===== src/hw/rtl/timecode_cue_fade_engine_assert.svh =====
`ifndef TIMECODE_CUE_FADE_ENGINE_ASSERT_SVH
`define TIMECODE_CUE_FADE_ENGINE_ASSERT_SVH
// Same-cycle implication, checked on clk, quiet during rst.
`define TCF_ASSERT_NOW(lbl, ante, cons, msg) \
  lbl: assert property (@(posedge clk) disable iff (rst) (ante) |-> (cons)) else $error(msg);
// Next-cycle implication, checked on clk, quiet during rst.
`define TCF_ASSERT_NEXT(lbl, ante, cons, msg) \
  lbl: assert property (@(posedge clk) disable iff (rst) (ante) |=> (cons)) else $error(msg);
`endif


===== src/hw/rtl/tcf_pkg.sv =====
`timescale 1ns / 1ps
package tcf_pkg;

  typedef enum logic [1:0] {
    OP_HEADER   = 2'd0,
    OP_ENTRY    = 2'd1,
    OP_TIMECODE = 2'd2,
    OP_TICK     = 2'd3
  } op_t;

  localparam logic [1:0] CFG_FRAME_RATE = 2'd0;
  localparam logic [1:0] CFG_CUE_TOTAL  = 2'd1;
  localparam logic [1:0] CFG_LOOP_JUMP  = 2'd2;

  localparam logic [5:0]  FRAME_RATE_RST = 6'd30;
  localparam logic [8:0]  CUE_TOTAL_RST  = 9'd0;
  localparam logic [22:0] LOOP_JUMP_RST  = 23'd50;

  localparam logic KIND_LEVEL = 1'b0;
  localparam logic KIND_CUE   = 1'b1;

  localparam int unsigned TC_SEC_HOUR = 3600;
  localparam int unsigned TC_SEC_MIN  = 60;

  localparam int QDEPTH = 2;
  localparam int QPW    = 1;

  typedef struct packed {
    logic [1:0]  opcode;
    logic [7:0]  cue_slot;
    logic [3:0]  entry_slot;
    logic [4:0]  hours;
    logic [5:0]  minutes;
    logic [5:0]  seconds;
    logic [5:0]  frames;
    logic [31:0] fade_ms;
    logic [4:0]  channel_count;
    logic [9:0]  channel;
    logic [7:0]  level;
    logic [31:0] now_ms;
  } item_t;

  typedef struct packed {
    logic       kind;
    logic [9:0] out_channel;
    logic [7:0] out_level;
    logic [7:0] cue_number;
    logic       last;
  } result_t;

  typedef struct packed {
    logic [5:0]  frame_rate;
    logic [8:0]  cue_total;
    logic [22:0] loop_jump_frames;
  } cfg_t;

  // classified item as it sits in the queue
  typedef struct packed {
    op_t        op;
    logic       load_ok;
    logic       ch_ok;
    logic [4:0] count;
    item_t      item;
  } qitem_t;

  typedef struct packed {
    logic [22:0] time_frames;
    logic [31:0] fade_ms;
    logic [4:0]  count;
  } cue_t;

  typedef struct packed {
    logic [9:0] channel;
    logic [7:0] level;
  } entry_t;

  typedef struct packed {
    logic        active;
    logic [7:0]  level;
    logic [7:0]  from_lvl;
    logic [7:0]  to_lvl;
    logic [31:0] begin_ms;
    logic [31:0] len_ms;
  } chan_t;

endpackage


===== src/hw/rtl/tcf_front.sv =====
`timescale 1ns / 1ps
module tcf_front #(
  parameter int CUE_DEPTH       = 256,
  parameter int ENTRIES_PER_CUE = 16,
  parameter int CHANNEL_COUNT   = 512
) (
  input  tcf_pkg::item_t  item,
  input  logic            item_valid,
  output logic            item_stall,
  input  logic            clearing,
  input  logic            q_full,
  output logic            push,
  output tcf_pkg::qitem_t push_data
);
  logic slot_ok;

  assign item_stall = q_full || clearing;
  assign push       = item_valid && !item_stall;
  assign slot_ok    = 32'(item.cue_slot) < CUE_DEPTH;

  always_comb begin
    push_data      = '0;
    push_data.item = item;
    push_data.op   = tcf_pkg::op_t'(item.opcode);
    push_data.ch_ok = (item.channel != 10'd0) && (32'(item.channel) <= CHANNEL_COUNT);
    push_data.count = (32'(item.channel_count) > ENTRIES_PER_CUE) ?
                      5'(ENTRIES_PER_CUE) : item.channel_count;
    case (tcf_pkg::op_t'(item.opcode))
      tcf_pkg::OP_HEADER: push_data.load_ok = slot_ok;
      tcf_pkg::OP_ENTRY:  push_data.load_ok = slot_ok &&
                                              (32'(item.entry_slot) < ENTRIES_PER_CUE);
      default:            push_data.load_ok = 1'b0;
    endcase
  end
endmodule


===== config.mk =====
export PLATFORM = sky130hd
export DESIGN_NAME = tcf_front
export DESIGN_NICKNAME = d
export VERILOG_FILES = /design/src/hw/rtl/timecode_cue_fade_engine_assert.svh /design/src/hw/rtl/tcf_pkg.sv /design/src/hw/rtl/tcf_front.sv
export SDC_FILE = /design/constraint.sdc
export NUM_CORES = 1
export LEC_CHECK = 0
export BUFFER_PORTS_ARGS = -buffer_cell sky130_fd_sc_hd__clkbuf_2
export CAP_MARGIN = 20
export CORE_AREA = 2 2 101 103
export DETAILED_ROUTE_END_ITERATION = 10
export DIE_AREA = 0 0 103 105
export GPL_ROUTABILITY_DRIVEN = 0
export SLEW_MARGIN = 20
export SYNTH_ARGS = -nofsm -noshare
export SYNTH_HDL_FRONTEND = slang
export SYNTH_SLANG_ARGS = --single-unit

===== constraint.sdc =====
create_clock -name vclk -period 1.18
set_clock_uncertainty 0.05 [all_clocks]
set_input_delay 0.295 -clock vclk [all_inputs]
set_output_delay 0.295 -clock vclk [all_outputs]
set_load 0.02 [all_outputs]

## Word level (Yosys, flattened, before mapping)

Cells that the tools add are included.

| operators by class | value |
|---|---|
| $lt $le $gt $ge | 2 |
| eq/ne operators | 1 |
| mux-type cells | 2 |
| reductions and logical operators | 7 |

Operators by type and width:

| kind | count |
|---|---|
| $le A10 B10 Y1 const B | 1 |
| $reduce_bool A10 Y1 | 1 |
| $gt A5 B5 Y1 const B | 1 |
| $mux W5 | 1 |
| $eq A2 B1 Y1 const B | 1 |
| $logic_and A1 B1 Y1 | 2 |
| $logic_not A2 Y1 | 1 |
| $reduce_or A2 Y1 | 1 |
| $logic_not A1 Y1 | 1 |
| $logic_or A1 B1 Y1 | 1 |
| $mux W1 | 1 |

| word-level totals | value |
|---|---|
| flip-flop bits (word level) | 0 |
| bits of input ports | 127 |
| output and inout bits | 135 |
| word-level logic and storage cells | 12 |

## Longest topological paths before layout

Gate-level depths: netlist of run 1.

| logic depth | value |
|---|---|
| depth in word-level cells | 3 |
| mapped depth | 3 |
| gate-level depth less buffers | 3 |

## Worst setup path after synthesis of run 1

No wires, ideal clock.

| timing path | value |
|---|---|
| path kind | input-to-output |
| from | input port item[43] in the netlist's numbering |
| to | output port push_data[129] in the netlist's numbering |
| data arrival time | 1020 ps |
| required time | 835 ps |
| setup slack | -185 ps |
| cell stages on the path | 3 |
| path buffers | 0 |
| cell sequence | nor4_1 -> nand3_1 -> xor2_1 |

RTL lines:

| item | RTL line | source |
|---|---|---|
| start, declared | tcf_front.sv:7 | `input tcf_pkg::item_t item,` |
| end, declared | tcf_front.sv:13 | `output tcf_pkg::qitem_t push_data` |

==> results of run 1 <==
==> metal layers <==
layer	global-route usage, %	vias up	part of all wire (%)
met2	9.09	118	47
met1	1.52	157	14
met5	3.08	-	1.3
met4	5.55	2	11
met3	5.69	54	26
li1	-	138	-
==> worst paths after layout <==
kind,slack (ps),end,cells past startpoint
max,-310,push_data[129],5
min,540,push_data[26],0
==> metrics by stage <==
stage / setup WS, ps / instances
2_1_floorplan: -117 / 140
3_3_place_gp: -315 / 194
5_1_grt: -353 / 194
6_report: -314 / 194
3_5_place_dp: -317 / 194
4_1_cts: -264 / 194
==> placed cells by master, fill, tap and decap left out, drive strengths merged <==
master / instances
nor3: 1
or2: 1
buf: 7
clkbuf: 41
nor2b: 4
xor2: 1
inv: 2
nor4: 1
nand3: 1
nor2: 2
==> cell families after synthesis <==
logic type	share of synthesized area, %
buffers and inverters	93.8
AND/OR/NAND/NOR	5.39
XOR/XNOR	0.858
==> layout make-up <==
cell class                      instances  area share, %
Timing Repair Buffer                   48           50.4
Tap cell                              133           29.4
Multi-Input combinational cell         11           18.8
Inverter                                2           1.33
==> cell usage after synthesis <==
master,n,area (µm²)
buf_4,126,946
nor2_1,2,7.51
clkbuf_1,1,3.75
xor2_1,1,8.76
nand3_1,1,5.00
nor2b_1,4,25.0
nor3_1,1,5.00
inv_1,2,7.51
or2_2,1,6.26
nor4_1,1,6.26
==> repair_timing <==
item                       CTS  global route
hold buffers                 0             0
pin swaps                    2             3
setup endpoints to repair    3             2
gates resized for setup      6             9
==> power by group through the flow <==
stage	Clock (mW)	Sequential [mW]	Combinational [mW]
after floorplan	0	0	0.661
after global placement	0	0	0.180
after detailed placement	0	0	0.181
after CTS	0	0	0.189
after global routing	0	0	0.215
final	0	0	0.199
==> metrics.md, run 1 <==
| Metric | Value |
|---|---|
| Nets | 190 |
| Critical Path Slowest Stage Cell | nor4_4 |
| Switching portion of total power | 59.5% |
| Hold crit path type | in -> out |
| Peak VDD IR | 0.0594 mV |
| First-pass GRT wire length | 3750 µm |
| Largest stage delay, worst path | 280 ps |
| Worst setup SP type | input pin |
| DP HPWL | 3110 µm |
| RSZ-0062 raised after global routing | true |
| Synth unique cells | 10 |
| ANT cells | 0 |
| Flop pwr share | 0% |
| DR WL/cell | 17.7 µm |
| GRT Residual Overflow | 0 |
| Avg Cell Area, Syn | 7.29 µm² |
| Total track usage | 5.18% |
| Post-Syn Nets | 267 |
| Largest net degree at the start of global routing | 7 |
| Worst-path cell chain | buf_6 > nor4_4 > nand3_2 > xor2_2 > clkbuf_8 |
| Standard-cell rows | 36 |
| Ports | 262 |
| Post-Synthesis Cells | 140 |
| Final Hold Viols | 0 |
| Crit end category | output pin |
| Kind of critical path | in -> out |
| Setup violators final | 2 |
| PnR Total Power | 0.199 mW |
| Least-Margin Pin Slew | 220 ps |
| Die Wd | 103 µm |
| Register area share after synthesis | 0% |
| Post-DP Area | 500 µm² |
| CLK BUF | 0 |
| Initial antenna violation count | 0 |
| Die Span Y | 105 µm |
| Failing checks | setup timing |
| Vias in the first global route | 495 |
| Final WL | 3430 µm |
| Post-CTS Setup Bufs | 0 |
| Required time worst endpoint | 830 ps |
| P_sw | 0.118 mW |
| Slew margin rel. | 85.3% |
| Fmax | 669 MHz |
| # fillers | 1169 |
| Routed Antenna Nets | 0 |
| Cell family with most CP delay | simple AND/OR/NAND/NOR gates |
| Initial detailed-routing violation count | 4 |
| Netlist Area Pre-Place | 1020 µm² |
| Hold path start | item[26] |
| Multi-input logic area | 106 µm² |
| Fin worst setup slack | -314 ps |
| Post-route cell area | 566 µm² |
| Core area | 9640 µm² |
| FF+latch area | 0 µm² |
| FFs & Latches | 0 |
| Finished Core Util | 5.87% |
| Max Slew Vio Count | 0 |
| Run status | finished, violations left |
| Comb pwr share | 100.0% |
| Crit path from | item[45] |
| Port Buffers | 45 |
| YS warnings | 0 |
| DRC Markers | 0 |
| Setup_tns | -328 ps |
| Min Tclk post-route | 1490 ps |
| Lkg Pwr | 0.250 nW |
| Detailed-route via count | 469 |
| Layout cell share with drive strength beyond 1 | 88.5% |
| Worst EP arrival | 1150 ps |
| Buf/Inv on CP | 2 |
| TritonRoute pass-1 iters | 2 |
| Cell Int Power | 0.0805 mW |
| Tcrit/Tclk final | 127% |
| Via-to-Cell Ratio | 2.42 |
| Power Dens Cells | 352 nW/µm² |
| Max Cap Viol | 0 |
| Initial Utilization | 10.6% |
| Die Area | 10800 µm² |
| Hold WS | 540 ps |
| Synthesis-to-layout area growth | -44.6% |
| Clock power frac | 0% |
| CP max FO | 2 |
Power figures use the tool's default switching activity.
==> inputs of run 2 (changes only) <==
--- a/config.mk
+++ b/config.mk
@@ -7,7 +7,7 @@
 export LEC_CHECK = 0
 export BUFFER_PORTS_ARGS = -buffer_cell sky130_fd_sc_hd__clkbuf_2
 export CAP_MARGIN = 20
-export CORE_AREA = 2 2 101 103
+export CORE_AREA = 5 5 98 100
 export DETAILED_ROUTE_END_ITERATION = 10
 export DIE_AREA = 0 0 103 105
 export GPL_ROUTABILITY_DRIVEN = 0
==> run 2 against run 1 <==
  * The flow still finishes with violations (setup timing)
  * Sequential share of layout area is the same
  * First-iteration DRC count down 75%
  * Final area is 5.8% lower
  * Combinational power down 4%
  * Power fell by 3.8%
  * Fmax up 1.7%
  * Critical path depth stayed put
  * Count of clock-buffer cells in the layout did not move
  * Flip-flop and latch count stayed put
  * Utilization rose by 0.34 points
  * Setup slack improved by 26 ps
  * Cell count is 12% lower
  * Largest power group unchanged
  * Highest routed layer is now met4
==> metrics.md, run 2 (same netlist as run 1, synthesis figures left out) <==
| Metric | Value |
|---|---|
| Run status | finished, violations left |
| Failing checks | setup timing |
| Final Hold Viols | 0 (unchanged) |
| Most common cell after layout, fill and taps aside | clkbuf_2 |
| Multi-input logic area | 106 µm² (unchanged) |
| CP dominant cell by count | buf_6 |
| Vias in the first global route | 443 (-11%) |
| Slew margin rel. | 85.6% (+0.38 points) |
| Largest stage delay, worst path | 270 ps (about the same) |
| Least-Margin Pin Slew | 214 ps (-5.63 ps) |
| Finished Core Util | 6.20% (+0.34 points) |
| Crit end category | output pin |
| Die Wd | 103 µm (unchanged) |
| Die Span Y | 105 µm (unchanged) |
| Fmax | 681 MHz (+1.7%) |
| FF+latch area | 0 µm² (unchanged) |
| RSZ-0062 raised after global routing | true |
| Post-CTS Hold Fix Bufs | 0 (unchanged) |
| DR WL/cell | 16.0 µm (-9.8%) |
| PnR Total Power | 0.191 mW (-3.8%) |
| Power Dens Cells | 359 nW/µm² (+2.0%) |
| Port Buffers | 45 (unchanged) |
| Synthesis-to-layout area growth | -47.8% |
| DRC Markers | 0 (unchanged) |
| Standard-cell rows | 34 (-5.6%) |
| Ports | 262 (unchanged) |
| Lkg Pwr | 0.252 nW (+0.71%) |
| Fin worst setup slack | -289 ps (+25.5 ps) |
| Total track usage | 3.84% (-1.3 points) |
| Core area | 8590 µm² (-11%) |
| Max Cap Viol | 0 (unchanged) |
| GRT Residual Overflow | 0 (unchanged) |
| DP HPWL | 2410 µm (-22%) |
| Initial antenna violation count | 0 (unchanged) |
| TritonRoute pass-1 iters | 2 (unchanged) |
| Required time worst endpoint | 830 ps (about the same) |
| Detailed-route via count | 475 (+1.3%) |
| Buf/Inv on CP | 2 (unchanged) |
| Hold crit path type | in -> out |
| Peak VDD IR | 0.0359 mV (-39%) |
| First-pass GRT wire length | 2890 µm (-23%) |
| Tcrit/Tclk final | 124% (-2.2 points) |
| Min Tclk post-route | 1470 ps (-25.5 ps) |
| Layout cell share with drive strength beyond 1 | 88.7% (+0.19 points) |
| Worst setup SP type | input pin |
| Routed Antenna Nets | 0 (unchanged) |
| CLK BUF | 0 (unchanged) |
| Die Area | 10800 µm² (unchanged) |
| Nets | 191 (+0.53%) |
| Initial Utilization | 11.9% (+1.3 points) |
| Worst-path cell chain | buf_6 > nor4_4 > nand3_2 > xor2_2 > buf_6 |
| CP max FO | 2 (unchanged) |
| Initial detailed-routing violation count | 1 (-3) |
| ANT cells | 0 (unchanged) |
| Post-Place Setup Slack | -313 ps (+4.01 ps) |
| FFs & Latches | 0 (unchanged) |
| Critical Path Slowest Stage Cell | nor4_4 |
| Final WL | 2710 µm (-21%) |
| Cell family with most CP delay | simple AND/OR/NAND/NOR gates |
| Setup violators final | 1 (-1) |
| # fillers | 1025 (-12%) |
| Max Slew Vio Count | 0 (unchanged) |
| Commonest cells after routing, fill and taps aside | clkbuf_2 (41), nor2b_1 (4), buf_4 (4), buf_6 (3), inv_1 (2) |
| Kind of critical path | in -> out |
| Worst EP arrival | 1120 ps (-30 ps) |
| Largest net degree at the start of global routing | 7 (unchanged) |
| Hold WS | 540 ps (+0.00100 ps) |
| Via-to-Cell Ratio | 2.79 (+16%) |
[run 2: path summary, 6_finish.rpt]
check	startpoint	endpoint	slack, ps	cells past startpoint
max	item[47]	push_data[129]	-290	5
min	item[112]	push_data[112]	540	0
[run 2: final cells by class]
cell class         count  share of cell area, %
inverters              2                   1.41
repair buffers        49                   53.3
well taps            108                   25.4
multi-input cells     11                   20.0
[run 2: where the power goes]
group          switching (mW)  internal [mW]  total [mW]
Combinational           0.111         0.0800       0.191
Sequential                  0              0           0
Clock                       0              0           0
Total                   0.111         0.0800       0.191
[run 2: what timing repair did]
item,CTS,global route
gates resized for setup,3,12
setup endpoints to repair,3,2
buffers inserted,0,0
endpoints found under the hold margin,0,0
pin swaps,1,3
[run 2: metrics by stage]
stage	setup TNS [ps]	instances	instance area [µm²]
floorplan	-117	140	1040
global placement	-432	170	477
detailed placement	-429	170	477
CTS	-309	170	488
global route	-320	170	533
finish	-289	170	533
[run 2: layer usage]
metal / up-vias / track usage, % / routed length [µm]
met2: 134 / 7.10 / 1260
li1: 140 / - / -
met1: 153 / 0.119 / 203
met4: 0 / 5.27 / 328
met3: 48 / 4.86 / 921
met5: - / 0 / 0
