**config.mk**
```make
export PLATFORM = sky130hd
export DESIGN_NAME = tcf_queue
export DESIGN_NICKNAME = d
export VERILOG_FILES = /design/src/hw/rtl/tcf_pkg.sv /design/src/hw/rtl/tcf_queue.sv
export VERILOG_INCLUDE_DIRS = /design/src /design/src/hw/rtl
export SDC_FILE = /design/constraint.sdc
export NUM_CORES = 1
export LEC_CHECK = 0
export BUFFER_PORTS_ARGS = -buffer_cell sky130_fd_sc_hd__buf_2
export CORE_MARGIN = 2
export CORE_UTILIZATION = 56
export DETAILED_ROUTE_END_ITERATION = 8
export PLACE_DENSITY = 0.93
export SKIP_LAST_GASP = 1
export SLEW_MARGIN = 20
export SYNTH_ARGS = -nofsm -noshare
export SYNTH_HDL_FRONTEND = slang
export SYNTH_SLANG_ARGS = --single-unit
```
**constraint.sdc**
```tcl
create_clock -name clk -period 34.5 [get_ports clk]
set_clock_uncertainty 0.2 [all_clocks]
set_input_delay 1.725 -clock clk [delete_from_list [all_inputs] [get_ports clk]]
set_output_delay 1.725 -clock clk [all_outputs]
set_load 0.03 [all_outputs]
```
**src/hw/rtl/timecode_cue_fade_engine_assert.svh**
```systemverilog
`ifndef TIMECODE_CUE_FADE_ENGINE_ASSERT_SVH
`define TIMECODE_CUE_FADE_ENGINE_ASSERT_SVH
// Same-cycle implication, checked on clk, quiet during rst.
`define TCF_ASSERT_NOW(lbl, ante, cons, msg) \
  lbl: assert property (@(posedge clk) disable iff (rst) (ante) |-> (cons)) else $error(msg);
// Next-cycle implication, checked on clk, quiet during rst.
`define TCF_ASSERT_NEXT(lbl, ante, cons, msg) \
  lbl: assert property (@(posedge clk) disable iff (rst) (ante) |=> (cons)) else $error(msg);
`endif

```
**src/hw/rtl/tcf_pkg.sv**
```systemverilog
`timescale 1ns / 1ps
package tcf_pkg;

  typedef enum logic [1:0] {
    OP_HEADER   = 2'd0,
    OP_ENTRY    = 2'd1,
    OP_TIMECODE = 2'd2,
    OP_TICK     = 2'd3
  } op_t;

  localparam logic [1:0] CFG_FRAME_RATE = 2'd0;
  localparam logic [1:0] CFG_CUE_TOTAL  = 2'd1;
  localparam logic [1:0] CFG_LOOP_JUMP  = 2'd2;

  localparam logic [5:0]  FRAME_RATE_RST = 6'd30;
  localparam logic [8:0]  CUE_TOTAL_RST  = 9'd0;
  localparam logic [22:0] LOOP_JUMP_RST  = 23'd50;

  localparam logic KIND_LEVEL = 1'b0;
  localparam logic KIND_CUE   = 1'b1;

  localparam int unsigned TC_SEC_HOUR = 3600;
  localparam int unsigned TC_SEC_MIN  = 60;

  localparam int QDEPTH = 2;
  localparam int QPW    = 1;

  typedef struct packed {
    logic [1:0]  opcode;
    logic [7:0]  cue_slot;
    logic [3:0]  entry_slot;
    logic [4:0]  hours;
    logic [5:0]  minutes;
    logic [5:0]  seconds;
    logic [5:0]  frames;
    logic [31:0] fade_ms;
    logic [4:0]  channel_count;
    logic [9:0]  channel;
    logic [7:0]  level;
    logic [31:0] now_ms;
  } item_t;

  typedef struct packed {
    logic       kind;
    logic [9:0] out_channel;
    logic [7:0] out_level;
    logic [7:0] cue_number;
    logic       last;
  } result_t;

  typedef struct packed {
    logic [5:0]  frame_rate;
    logic [8:0]  cue_total;
    logic [22:0] loop_jump_frames;
  } cfg_t;

  // classified item as it sits in the queue
  typedef struct packed {
    op_t        op;
    logic       load_ok;
    logic       ch_ok;
    logic [4:0] count;
    item_t      item;
  } qitem_t;

  typedef struct packed {
    logic [22:0] time_frames;
    logic [31:0] fade_ms;
    logic [4:0]  count;
  } cue_t;

  typedef struct packed {
    logic [9:0] channel;
    logic [7:0] level;
  } entry_t;

  typedef struct packed {
    logic        active;
    logic [7:0]  level;
    logic [7:0]  from_lvl;
    logic [7:0]  to_lvl;
    logic [31:0] begin_ms;
    logic [31:0] len_ms;
  } chan_t;

endpackage

```
**src/hw/rtl/tcf_queue.sv**
```systemverilog
`timescale 1ns / 1ps
`include "timecode_cue_fade_engine_assert.svh"
module tcf_queue (
  input  logic            clk,
  input  logic            rst,
  input  logic            push,
  input  tcf_pkg::qitem_t push_data,
  output logic            full,
  input  logic            pop,
  output logic            q_valid,
  output tcf_pkg::qitem_t pop_data
);
  tcf_pkg::qitem_t             slots [tcf_pkg::QDEPTH];
  logic [tcf_pkg::QPW-1:0]     wptr;
  logic [tcf_pkg::QPW-1:0]     rptr;
  logic [tcf_pkg::QPW:0]       count;

  assign full     = count == (tcf_pkg::QPW + 1)'(tcf_pkg::QDEPTH);
  assign q_valid  = count != '0;
  assign pop_data = slots[rptr];

  always_ff @(posedge clk) begin
    if (rst) begin
      wptr  <= '0;
      rptr  <= '0;
      count <= '0;
    end else begin
      if (push) begin
        slots[wptr] <= push_data;
        wptr        <= wptr + 1'b1;
      end
      if (pop) begin
        rptr <= rptr + 1'b1;
      end
      if (push && !pop) begin
        count <= count + 1'b1;
      end else if (pop && !push) begin
        count <= count - 1'b1;
      end
    end
  end

  `TCF_ASSERT_NOW(a_no_push_full, full && !pop, !push, "queue pushed while full")
endmodule

```
---- Yosys cells after proc, flatten, opt, wreduce, memory -nomap -nowiden ----
Memories as Yosys holds them, arrays and structs flattened. A register that Yosys moved wholly into a read port is not among the register bits.
Cells that the tools add are included.
word-level totals
  register bits after elaboration ......... 4
  bits in writable memories ............... 266
  input port bits ......................... 137
  output and inout bits ................... 135
  logic and storage cells ................. 22
  memories ................................ 1
memory list
  name   words  bits a word  rd ports  clocked after memory_dff  write ports  RTL line         RTL
  slots  2      133          1         1                         1            tcf_queue.sv:13  tcf_pkg::qitem_t slots [tcf_pkg::QDEPTH];
operators by class
  $add $sub $neg .......................... 4
  eq/ne operators ......................... 1
  muxes and demuxes ....................... 7
  reduce and logical (&&, ||, !) cells .... 6
operators with widths
  kind                                              number
  2-to-1 mux 1 bit                                  5
  2-to-1 mux 2 bit                                  2
  nonzero test 2 bit                                2
  adder 1 bit, second input constant                2
  adder 2 x 1 -> 2 bit, second input constant       1
  == test 2 bit, second input constant              1
  logical AND 1 bit                                 2
  zero test 1 bit                                   2
  subtractor 2 x 1 -> 2 bit, second input constant  1

---- Longest topological paths before layout ----
Gate-level depths: netlist (run 1).
  depth after elaboration ................. 4
  gate-level depth with buffers ........... 5
  mapped depth without buffers ............ 5

---- Worst setup path after synthesis (run 1) ----
OpenSTA, ideal clock, no wires.
  kind .................................... input -> register
  start ................................... input port rst
  end ..................................... memory slots[0][0] in the netlist's numbering (enable)
  setup time .............................. 814 ps
  arrival time ............................ 11,289 ps
  slack ................................... 22,197 ps
  stages on the path ...................... 1
  cell sequence ........................... nor3b_1
between the ends
  longest elaborated chain between the ends .. 2
ends and longest elaborated chain
  what                                    RTL line         RTL
  start, declared                         tcf_queue.sv:5   input logic rst,
  2-to-1 mux 1 bit                        tcf_queue.sv:23  if (rst) begin
  2-to-1 mux 1 bit (implied by the code)  tcf_queue.sv:29  slots[wptr] <= push_data;
  end, declared                           tcf_queue.sv:13
Every way passes these cells.

==> out/metrics.csv, run 1 <==
stage,metric,value,unit
run_status,status,finished clean,
global_routing,grt ovf,0,
worst_setup_path,r2r setup slk,31740,ps
synthesis,largest family of logic cells by synthesized area,multiplexers,
synthesis,Post-synth top cells,"266 x edfxtp_1, 70 x mux2_4, 63 x mux2_2",
synthesis,Mean Syn Cell Area,23.1,um2
pwr,combinational power share,11.9,%
final_layout,share of layout cells above drive strength 1,60.5,%
die,starting density of the core,56.6,%
worst_setup_path,CP required,32580,ps
synthesis,yosys warns,0,
worst_setup_path,R2R depth,2,
route,Avg WL per Cell,19.9,um
timing,Slew Limit Fails,0,
clocking,CTS resizes,0,
worst_setup_path,Setup crit start kind,flip-flop,
global_routing,number of global-route vias before repair,5533,
timing,Tmin final,5340,ps
run,number of max-cap violations,0,
synthesis,mapped cell area,10100,um2
global_routing,first-pass GRT wire length,29.5,mm
route,Routed Antenna Nets,0,
die,die width,138,um
synthesis,post-synthesis mux area share,17.4,%
final_layout,diode count,0,
worst_setup_path,Critical Setup Path Class,reg -> out,
synthesis,post-synthesis net count,574,
timing,Slew @ Worst Pin,1080,ps
clocking,clock buffer depth,3,
clocking,CTS Buf Count,26,
pwr,Max IR drop VDD,0.0000537,V
timing,Final Setup Violations,0,
timing,Final Hold Fails,0,
final_layout,Seq. cell area,8090,um2
clocking,CTS tree,done,
final_layout,area grow syn2layout,24.5,%
timing,Max-Slew Margin vs Limit,28.3,%
clocking,H-tree Lvls,1,
timing,Max Fclk,187,MHz
synthesis,number of synthesized flops with an enable pin,266,
synthesis,Syn Inst Count,436,
die,core area,17800,um2
worst_hold_path,hold path cells,2,
clocking,clk sinks,271,
synthesis,"Seq/Total Area, Yosys",80.1,%
global_routing,initial antenna violation count,1,
final_layout,multi-input logic area,1880,um2
route,Vias,5075,
synthesis,compound-cell area share of the yosys netlist,0.0992,%
synthesis,Adder-Cell Fraction of Synth Area,0.124,%
worst_setup_path,critical path arrival,3410,ps
placed_design,dpl hpwl,12.9,mm
pwr,Int Power,594,uW
pwr,Net Switching,175,uW
synthesis,"share of synthesized cell area in and, or, nand and nor gates",0.496,%
pwr,Sw Share,22.7,%
worst_setup_path,Crit Path Max Fanout,50,
clocking,clock tree root driver cell,clkbuf_16,
synthesis,Synth Area in XOR/XNOR,0.347,%
synthesis,Yosys top cell by area,edfxtp_1,
clocking,Skew-Pair Late Insertion Delay,510,ps
die,full die area,19100,um2
pwr,leakage power,4.83,nW
pwr,Clock Power Share,38.3,%
synthesis,Yosys top cell area share,79.2,%
pwr,Power Dens Cells,61.2,nW/um2
die,I/O Pins,272,
pwr,total chip power,768,uW
worst_setup_path,crit path capture,pop_data[13],
clocking,Worst-path clk slew,60,ps
route,detailed-route wire length,19.4,mm
route,DRT Pass-1 Iters,4,
synthesis,Yosys reg bits,271,
timing,RSZ-0062 raised after global routing,false,
global_routing,largest net degree at the start of global routing,69,
global_routing,Global Route Usage Sum,19.5,%
worst_setup_path,critical path endpoint category,output port,
route,DRC,0,
clocking,# Post-CTS Setup Buffers,0,
worst_setup_path,R2R Path Start,wptr$_SDFFE_PP0P_,
timing,WHS,333,ps
placed_design,IO Port Bufs,271,
synthesis,Post-synth top flop,edfxtp_1,
die,Core Rows,49,
route,vias per std cell,5.21,
final_layout,nets@finish,863,
die,Die Y,138,um
final_layout,Filler Cell Count,1097,
synthesis,Post-synth ARST share,0,%
timing,setup TNS,0,ps
placed_design,GPL Wtd Cong,0.753,
synthesis,"count leader, synth",edfxtp_1,
pwr,Flop pwr share,49.8,%
timing,Final Cycle Share,15.5,%
synthesis,largest cells by area after synthesis,"edfxtp_1 79%, mux2_4 10%, mux2_2 7.0%, buf_6 1.0%, dfxtp_1 0.99%",
worst_setup_path,r2r endpoint,slots[1][42]$_DFFE_PP_,
synthesis,Unique masters post-synth,18,
worst_hold_path,hold crit path type,reg -> reg,
clocking,number of hold buffers added after CTS,0,
route,Detailed Route Iter0 Violations,298,
placed cells by master (no fill, tap or decap), drive strengths merged, types with 2 or more instances in the layout:
cell,Yosys,layout
mux2,133,133
nor2,4,4
edfxtp,266,266
clkbuf,0,38
xor2,2,2
buf,15,276
dfxtp,5,5
xnor2,2,2
clkinv,0,5
bufinv,0,4
cell families (layout without fill, tap and decap cells):
group | Yosys count | after routing
compound gates | 2 | 2
simple gates | 9 | 9
buf+inv | 16 | 325
flops | 271 | 271
xor+xnor | 4 | 4
fa+ha+maj | 1 | 1
mux | 133 | 133
worst max-delay path, cell delays in order, from the launching register on:
cell	delay, ps
dfxtp_4	760
buf_4	690
buf_4	700
mux2_2	420
buf_2	180
area by class of cell:
| cell class | count | area share, % |
|---|---|---|
| Clock buffer | 38 | 6.03 |
| Inverter | 1 | 0.0299 |
| Tap cell | 229 | 2.28 |
| Timing Repair Buffer | 276 | 11.1 |
| Multi-Input combinational cell | 149 | 14.9 |
| Sequential cell | 271 | 64.4 |
| Clock inverter | 10 | 1.22 |
per-layer routing:
metal	vias up	GRT usage, %	routed length, um	part of all wire (%)
met4	2	6.12	490	2.5
met3	39	5.47	1450	7.5
met2	230	34.4	10100	52
li1	2308	-	-	-
met5	-	0	13	0.067
met1	2496	23.3	7370	38
how the worst min path moves through the flow:
stage / from / end
after floorplan: count[1]$_SDFFE_PP0P_ / count[1]$_SDFFE_PP0P_
after global placement: count[1]$_SDFFE_PP0P_ / count[1]$_SDFFE_PP0P_
after detailed placement: count[1]$_SDFFE_PP0P_ / count[1]$_SDFFE_PP0P_
after CTS: count[1]$_SDFFE_PP0P_ / count[1]$_SDFFE_PP0P_
after global routing: count[1]$_SDFFE_PP0P_ / count[1]$_SDFFE_PP0P_
final: count[1]$_SDFFE_PP0P_ / count[1]$_SDFFE_PP0P_
through the flow:
stage / cell area (um2) / util, % / setup slack, ps / std cells
2_1_floorplan: 10100 / - / 22200 / 436
3_3_place_gp: 11700 / 65.3 / 29800 / 926
3_5_place_dp: 11700 / 65.3 / 29670 / 926
4_1_cts: 12600 / 70.4 / 29130 / 974
5_1_grt: 12600 / 70.4 / 28980 / 974
6_report: 12600 / 70.4 / 29160 / 974
registers in the layout (all words and copies together), names as in the netlist, named ones only:
signal  count
wptr        1
count       2
slots     266
rptr        1
power groups by stage:
stage / Clock [mW] / Combinational, mW / Sequential, mW
3_3_place_gp: 0 / 0.0888 / 0.388
4_1_cts: 0.300 / 0.0925 / 0.383
6_report: 0.294 / 0.0917 / 0.382
5_1_grt: 0.314 / 0.0964 / 0.383
2_1_floorplan: 0 / 0.0670 / 0.389
3_5_place_dp: 0 / 0.0919 / 0.389
(Power assumes the default switching activity.)
==> run 2, diff against run 1 <==
--- a/config.mk
+++ b/config.mk
@@ -8,9 +8,9 @@
 export LEC_CHECK = 0
 export BUFFER_PORTS_ARGS = -buffer_cell sky130_fd_sc_hd__buf_2
 export CORE_MARGIN = 2
-export CORE_UTILIZATION = 56
+export CORE_UTILIZATION = 47
 export DETAILED_ROUTE_END_ITERATION = 8
-export PLACE_DENSITY = 0.93
+export PLACE_DENSITY = 0.84
 export SKIP_LAST_GASP = 1
 export SLEW_MARGIN = 20
 export SYNTH_ARGS = -nofsm -noshare
==> constraint.sdc (replaced) <==
create_clock -name clk -period 4.4 [get_ports clk]
set_clock_uncertainty 0.2 [all_clocks]
set_input_delay 0.22 -clock clk [delete_from_list [all_inputs] [get_ports clk]]
set_output_delay 0.22 -clock clk [all_outputs]
set_load 0.03 [all_outputs]
==> out/metrics.csv, run 2 (synthesis gave the netlist of run 1 again) <==
stage,metric,value,unit
run_status,status,finished clean,
timing,WHS,230,ps
final_layout,fin area,13900,um2
die,I/O Pins,272,
clocking,Worst-path clk slew,60,ps
placed_design,area of placed instances,11800,um2
clocking,Skew-Pair Late Insertion Delay,510,ps
final_layout,diode count,0,
die,Die Y,151,um
pwr,leakage power,5.38,nW
final_layout,share of layout cells above drive strength 1,50.6,%
run,number of max-cap violations,0,
global_routing,grt met1 use,20.4,%
route,Avg WL per Cell,18.5,um
worst_setup_path,critical path arrival,2360,ps
timing,Final Setup Violations,0,
pwr,Power Dens Cells,426,nW/um2
timing,Max-Slew Margin vs Limit,53.7,%
global_routing,Global Route Usage Sum,18.4,%
pwr,Max IR drop VDD,0.000338,V
global_routing,initial antenna violation count,1,
final_layout,most frequent cells in the layout,"271 x buf_2, 266 x edfxtp_1, 137 x dlygate4sd3_1",
placed_design,IO Port Bufs,271,
global_routing,M3 GR Usage,4.30,%
final_layout,biggest registers after layout,"slots (266), count (2)",
clocking,# Post-CTS Setup Buffers,0,
pwr,Net Switching,1.39,mW
global_routing,met2 Use GR,34.6,%
pwr,Sw Share,23.5,%
pwr,Clock Power Share,35.6,%
final_layout,area grow syn2layout,38.1,%
timing,RSZ-0062 raised after global routing,false,
route,Detailed Route Iter0 Violations,243,
clocking,H-tree Lvls,1,
worst_hold_path,hold crit path type,in -> reg,
global_routing,first-pass GRT wire length,31.9,mm
global_routing,busiest grt layer,met2,
route,Routed Antenna Nets,0,
clocking,number of hold buffers added after CTS,137,
final_layout,multi-input logic area,1880,um2
worst_setup_path,Critical Setup Path Class,reg -> out,
route,detailed-route wire length,21.4,mm
die,full die area,22700,um2
final_layout,nets@finish,1002,
final_layout,max reg flops,266,
worst_setup_path,Critical-path top delay cell,dfxtp_4,
die,core area,21000,um2
timing,Final Cycle Share,63.2,%
timing,setup TNS,0,ps
final_layout,Final Core Density,66.3,%
worst_setup_path,Setup crit start kind,flip-flop,
route,vias per std cell,4.82,
clocking,CTS resizes,0,
die,die width,151,um
placed_design,GPL Wtd Cong,0.791,
final_layout,Seq. cell area,8090,um2
worst_setup_path,CP Cell Sequence,"buf_4, mux2_2, buf_2",
final_layout,"commonest non-fill, non-tap cell in the layout",buf_2,
pwr,Int Power,4.55,mW
pwr,total chip power,5.94,mW
placed_design,dpl hpwl,12.3,mm
route,DRT Pass-1 Iters,4,
timing,Slew Limit Fails,0,
clocking,clk sinks,271,
pwr,combinational power share,14.0,%
clocking,CTS tree,done,
global_routing,number of global-route vias before repair,6040,
clocking,CTS Buf Count,27,
die,starting density of the core,48.0,%
timing,Slew @ Worst Pin,694,ps
worst_setup_path,critical path endpoint category,output port,
final_layout,Filler Cell Count,1321,
die,Core Rows,53,
worst_setup_path,CP max stage delay,690,ps
global_routing,grt ovf,0,
route,Vias,5572,
clocking,clock buffer depth,3,
pwr,Flop pwr share,50.4,%
timing,Max Fclk,360,MHz
global_routing,largest net degree at the start of global routing,104,
timing,Final Hold Fails,0,
worst_setup_path,CP required,3980,ps
worst_setup_path,Crit Path Max Fanout,37,
final_layout,Biggest register,slots,
route,DRC,0,
timing,Tmin final,2780,ps
clocking,clock tree root driver cell,clkbuf_16,
run 2: cell count changes in the layout (fill, tap and decap cells not counted):
cell,before,now
clkinv_4,1,0
bufinv_16,4,2
clkinv_2,1,3
nor3b_4,0,1
dlygate4sd3_1,0,137
clkbuf_8,4,0
clkinv_1,3,9
nor3b_2,1,0
clkinvlp_4,1,0
clkbuf_1,7,6
buf_12,0,3
buf_4,5,3
run 2: area by class of cell:
type                            count  share of cell area (%)
Clock buffer                       33                    5.01
Clock inverter                     14                   0.781
Inverter                            1                  0.0269
Tap cell                          275                    2.47
Sequential cell                   271                    58.0
Timing Repair Buffer              414                    20.2
Multi-Input combinational cell    149                    13.5
run 2: routing by layer:
layer  up-vias  share of wire (%)
met5         -              0.061
met4         2                2.6
met1      2717                 37
met3        50                6.7
met2       219                 54
li1       2584                  -
run 2: path summary, 6_finish.rpt:
kind | slack (ps) | cells after the start | startpoint | to
setup / recovery | 1620 | 3 | flip-flop | pop_data[128]
hold / removal | 230 | 2 | push_data[41] | slots[0][41]$_DFFE_PP_
setup reg to reg | 2170 | 2 | wptr$_SDFFE_PP0P_ | slots[1][81]$_DFFE_PP_
hold reg to reg | 360 | 2 | rptr$_SDFFE_PP0P_ | rptr$_SDFFE_PP0P_
run 2: power by group through the flow:
stage | clock network [mW] | logic, mW | registers [mW]
after floorplan | 0 | 0.526 | 3.03
after global placement | 0 | 0.717 | 3.04
after detailed placement | 0 | 0.729 | 3.05
after CTS | 2.15 | 0.829 | 2.99
after global routing | 2.27 | 0.878 | 3.00
final | 2.11 | 0.833 | 2.99
run 2: worst max-delay path, delay by kind of cell, from the launching register on:
kind / cells / cell delay (ps)
flip-flops: 1 / 690
multiplexers: 1 / 410
buffers and inverters: 2 / 720
run 2: stage by stage:
step           setup slack [ps]  cells
2_1_floorplan              25.1    436
3_3_place_gp               2160    973
3_5_place_dp               2120    973
4_1_cts                    1570   1157
5_1_grt                    1490   1157
6_report                   1620   1157
==> run 3, diff against run 2 <==
--- a/config.mk
+++ b/config.mk
@@ -8,9 +8,9 @@
 export LEC_CHECK = 0
 export BUFFER_PORTS_ARGS = -buffer_cell sky130_fd_sc_hd__buf_2
 export CORE_MARGIN = 2
-export CORE_UTILIZATION = 47
+export CORE_UTILIZATION = 52
 export DETAILED_ROUTE_END_ITERATION = 8
-export PLACE_DENSITY = 0.84
+export PLACE_DENSITY = 0.88
 export SKIP_LAST_GASP = 1
 export SLEW_MARGIN = 20
 export SYNTH_ARGS = -nofsm -noshare
==> constraint.sdc (replaced) <==
create_clock -name clk -period 2.8 [get_ports clk]
set_clock_uncertainty 0.2 [all_clocks]
set_input_delay 0.14 -clock clk [delete_from_list [all_inputs] [get_ports clk]]
set_output_delay 0.14 -clock clk [all_outputs]
set_load 0.03 [all_outputs]
==> out/metrics.csv, run 3 (synthesis gave the netlist of run 1 again) <==
stage,metric,value,unit
pwr,Sw Share,23.6,%
pwr,leakage power,5.41,nW
worst_setup_path,R2R Path Start,wptr$_SDFFE_PP0P_,
placed_design,dpl hpwl,12.7,mm
run_status,status,finished clean,
worst_setup_path,r2r setup slk,960,ps
timing,Max Fclk,406,MHz
final_layout,biggest registers after layout,"slots (266), count (2)",
final_layout,max reg flops,266,
pwr,Clock Power Share,36.0,%
final_layout,"commonest non-fill, non-tap cell in the layout",buf_2,
pwr,combinational power share,14.2,%
pwr,total chip power,9.45,mW
clocking,clock tree root driver cell,clkbuf_16,
route,Avg WL per Cell,20.0,um
clocking,# Post-CTS Setup Buffers,0,
route,detailed-route wire length,23.0,mm
timing,Max-Slew Margin vs Limit,45.7,%
worst_setup_path,Critical Setup Path Class,reg -> out,
die,starting density of the core,53.4,%
worst_setup_path,R2R depth,2,
timing,Final Setup Violations,0,
placed_design,pre-CTS setup slack,851,ps
timing,WHS,144,ps
placed_design,GPL Wtd Cong,0.773,
run,number of max-cap violations,0,
route,DRT Pass-1 Iters,5,
route,vias per std cell,5.02,
worst_setup_path,critical path arrival,2120,ps
worst_setup_path,CP required,2460,ps
final_layout,area grow syn2layout,38.8,%
global_routing,initial antenna violation count,0,
final_layout,share of layout cells above drive strength 1,51.1,%
worst_setup_path,Critical-path top delay cell,dfxtp_4,
final_layout,most frequent cells in the layout,"271 x buf_2, 266 x edfxtp_1, 137 x dlygate4sd3_1",
route,Routed Antenna Nets,0,
die,die width,143,um
final_layout,nets@finish,1005,
timing,Final Hold Fails,0,
die,core area,18900,um2
die,Die Y,143,um
worst_setup_path,r2r endpoint,slots[1][7]$_DFFE_PP_,
worst_setup_path,CP Cell Sequence,"buf_12, mux2_2, buf_2",
clocking,clk sinks,271,
global_routing,number of global-route vias before repair,6301,
placed_design,IO Port Bufs,271,
die,Core Rows,50,
global_routing,Global Route Usage Sum,21.4,%
timing,Slew Limit Fails,0,
timing,RSZ-0062 raised after global routing,false,
clocking,Worst-path clk slew,70,ps
timing,Tmin final,2460,ps
pwr,Flop pwr share,49.8,%
worst_setup_path,CP max stage delay,690,ps
pwr,Power Dens Cells,674,nW/um2
die,full die area,20500,um2
worst_hold_path,Hold EP,slots[0][101]$_DFFE_PP_,
worst_hold_path,hold crit path type,in -> reg,
timing,Final Cycle Share,87.9,%
worst_hold_path,hold path cells,2,
final_layout,Biggest register,slots,
clocking,H-tree Lvls,1,
global_routing,first-pass GRT wire length,33.4,mm
global_routing,grt ovf,0,
worst_setup_path,Crit Path Max Fanout,38,
route,Detailed Route Iter0 Violations,312,
pwr,Net Switching,2.23,mW
die,I/O Pins,272,
worst_setup_path,Bufs and invs on worst path,2,
clocking,clock buffer depth,3,
pwr,Int Power,7.21,mW
route,Vias,5778,
worst_setup_path,Setup crit start kind,flip-flop,
worst_hold_path,hold path start,push_data[101],
clocking,CTS Buf Count,27,
timing,Slew @ Worst Pin,814,ps
worst_setup_path,crit-path leading delay family,flip-flops,
global_routing,largest net degree at the start of global routing,134,
route,DRC,0,
clocking,Skew-Pair Late Insertion Delay,510,ps
clocking,CTS tree,done,
timing,final setup margin,340,ps
worst_setup_path,critical path endpoint category,output port,
pwr,Max IR drop VDD,0.000512,V
## run 3: changes by cell type in the layout (fill, tap and decap cells not counted), sizes merged
| cell | delta |
|---|---|
| clkinv | -4 |
| clkinvlp | +1 |
| inv | +1 |
| diode | +3 |
| clkbuf | +4 |
| buf | +3 |
## run 3: power by group through the flow
stage               Sequential, mW  Clock, mW  Combinational [mW]
global route                  4.72       3.63                1.40
floorplan                     4.76          0               0.827
detailed placement            4.79          0                1.16
CTS                           4.70       3.45                1.32
finish                        4.71       3.40                1.34
global placement              4.77          0                1.13
## run 3: timing repair
item | in CTS | in global routing
hold endpoints to repair | 271 | 0
gates resized for setup | 0 | 0
hold buffers | 137 | 0
## run 3: layout make-up
| type | instances | area, um2 |
|---|---|---|
| diodes | 3 | 7.51 |
| flip-flops and latches | 271 | 8090 |
| repair buffers | 417 | 2860 |
| clock buffers | 37 | 723 |
| fillers | 1084 | 4890 |
| well taps | 260 | 325 |
| inverters | 1 | 3.75 |
| multi-input cells | 149 | 1880 |
| clock inverters | 12 | 114 |
## run 3: how the worst max path moves through the flow
stage,endpoint,slack [ps],depth (start not counted)
after CTS,pop_data[15],310,3
final,pop_data[20],340,3
after detailed placement,pop_data[18],850,3
after floorplan,slots[0][0]$_DFFE_PP_,-1530,1
after global routing,pop_data[12],230,3
after global placement,pop_data[20],900,3
## run 3: worst reg2reg max path, cell delays in order (launching register included)
cell	delay (ps)
dfxtp_2	380
and3b_4	220
buf_12	480
## run 3: through the flow
step	instances	util, %	area, um2	setup TNS, ps
floorplan	436	-	10100	-203700
global placement	961	62.4	11800	0
detailed placement	961	62.4	11800	0
CTS	1147	74.1	14000	0
global route	1147	74.1	14000	0
finish	1150	74.1	14000	0
## run 3: metal layers
layer	track usage (%)	share of wire, %
met1	23.4	37
met2	41.0	54
met3	4.97	7.1
met4	6.60	2.3
met5	0	0
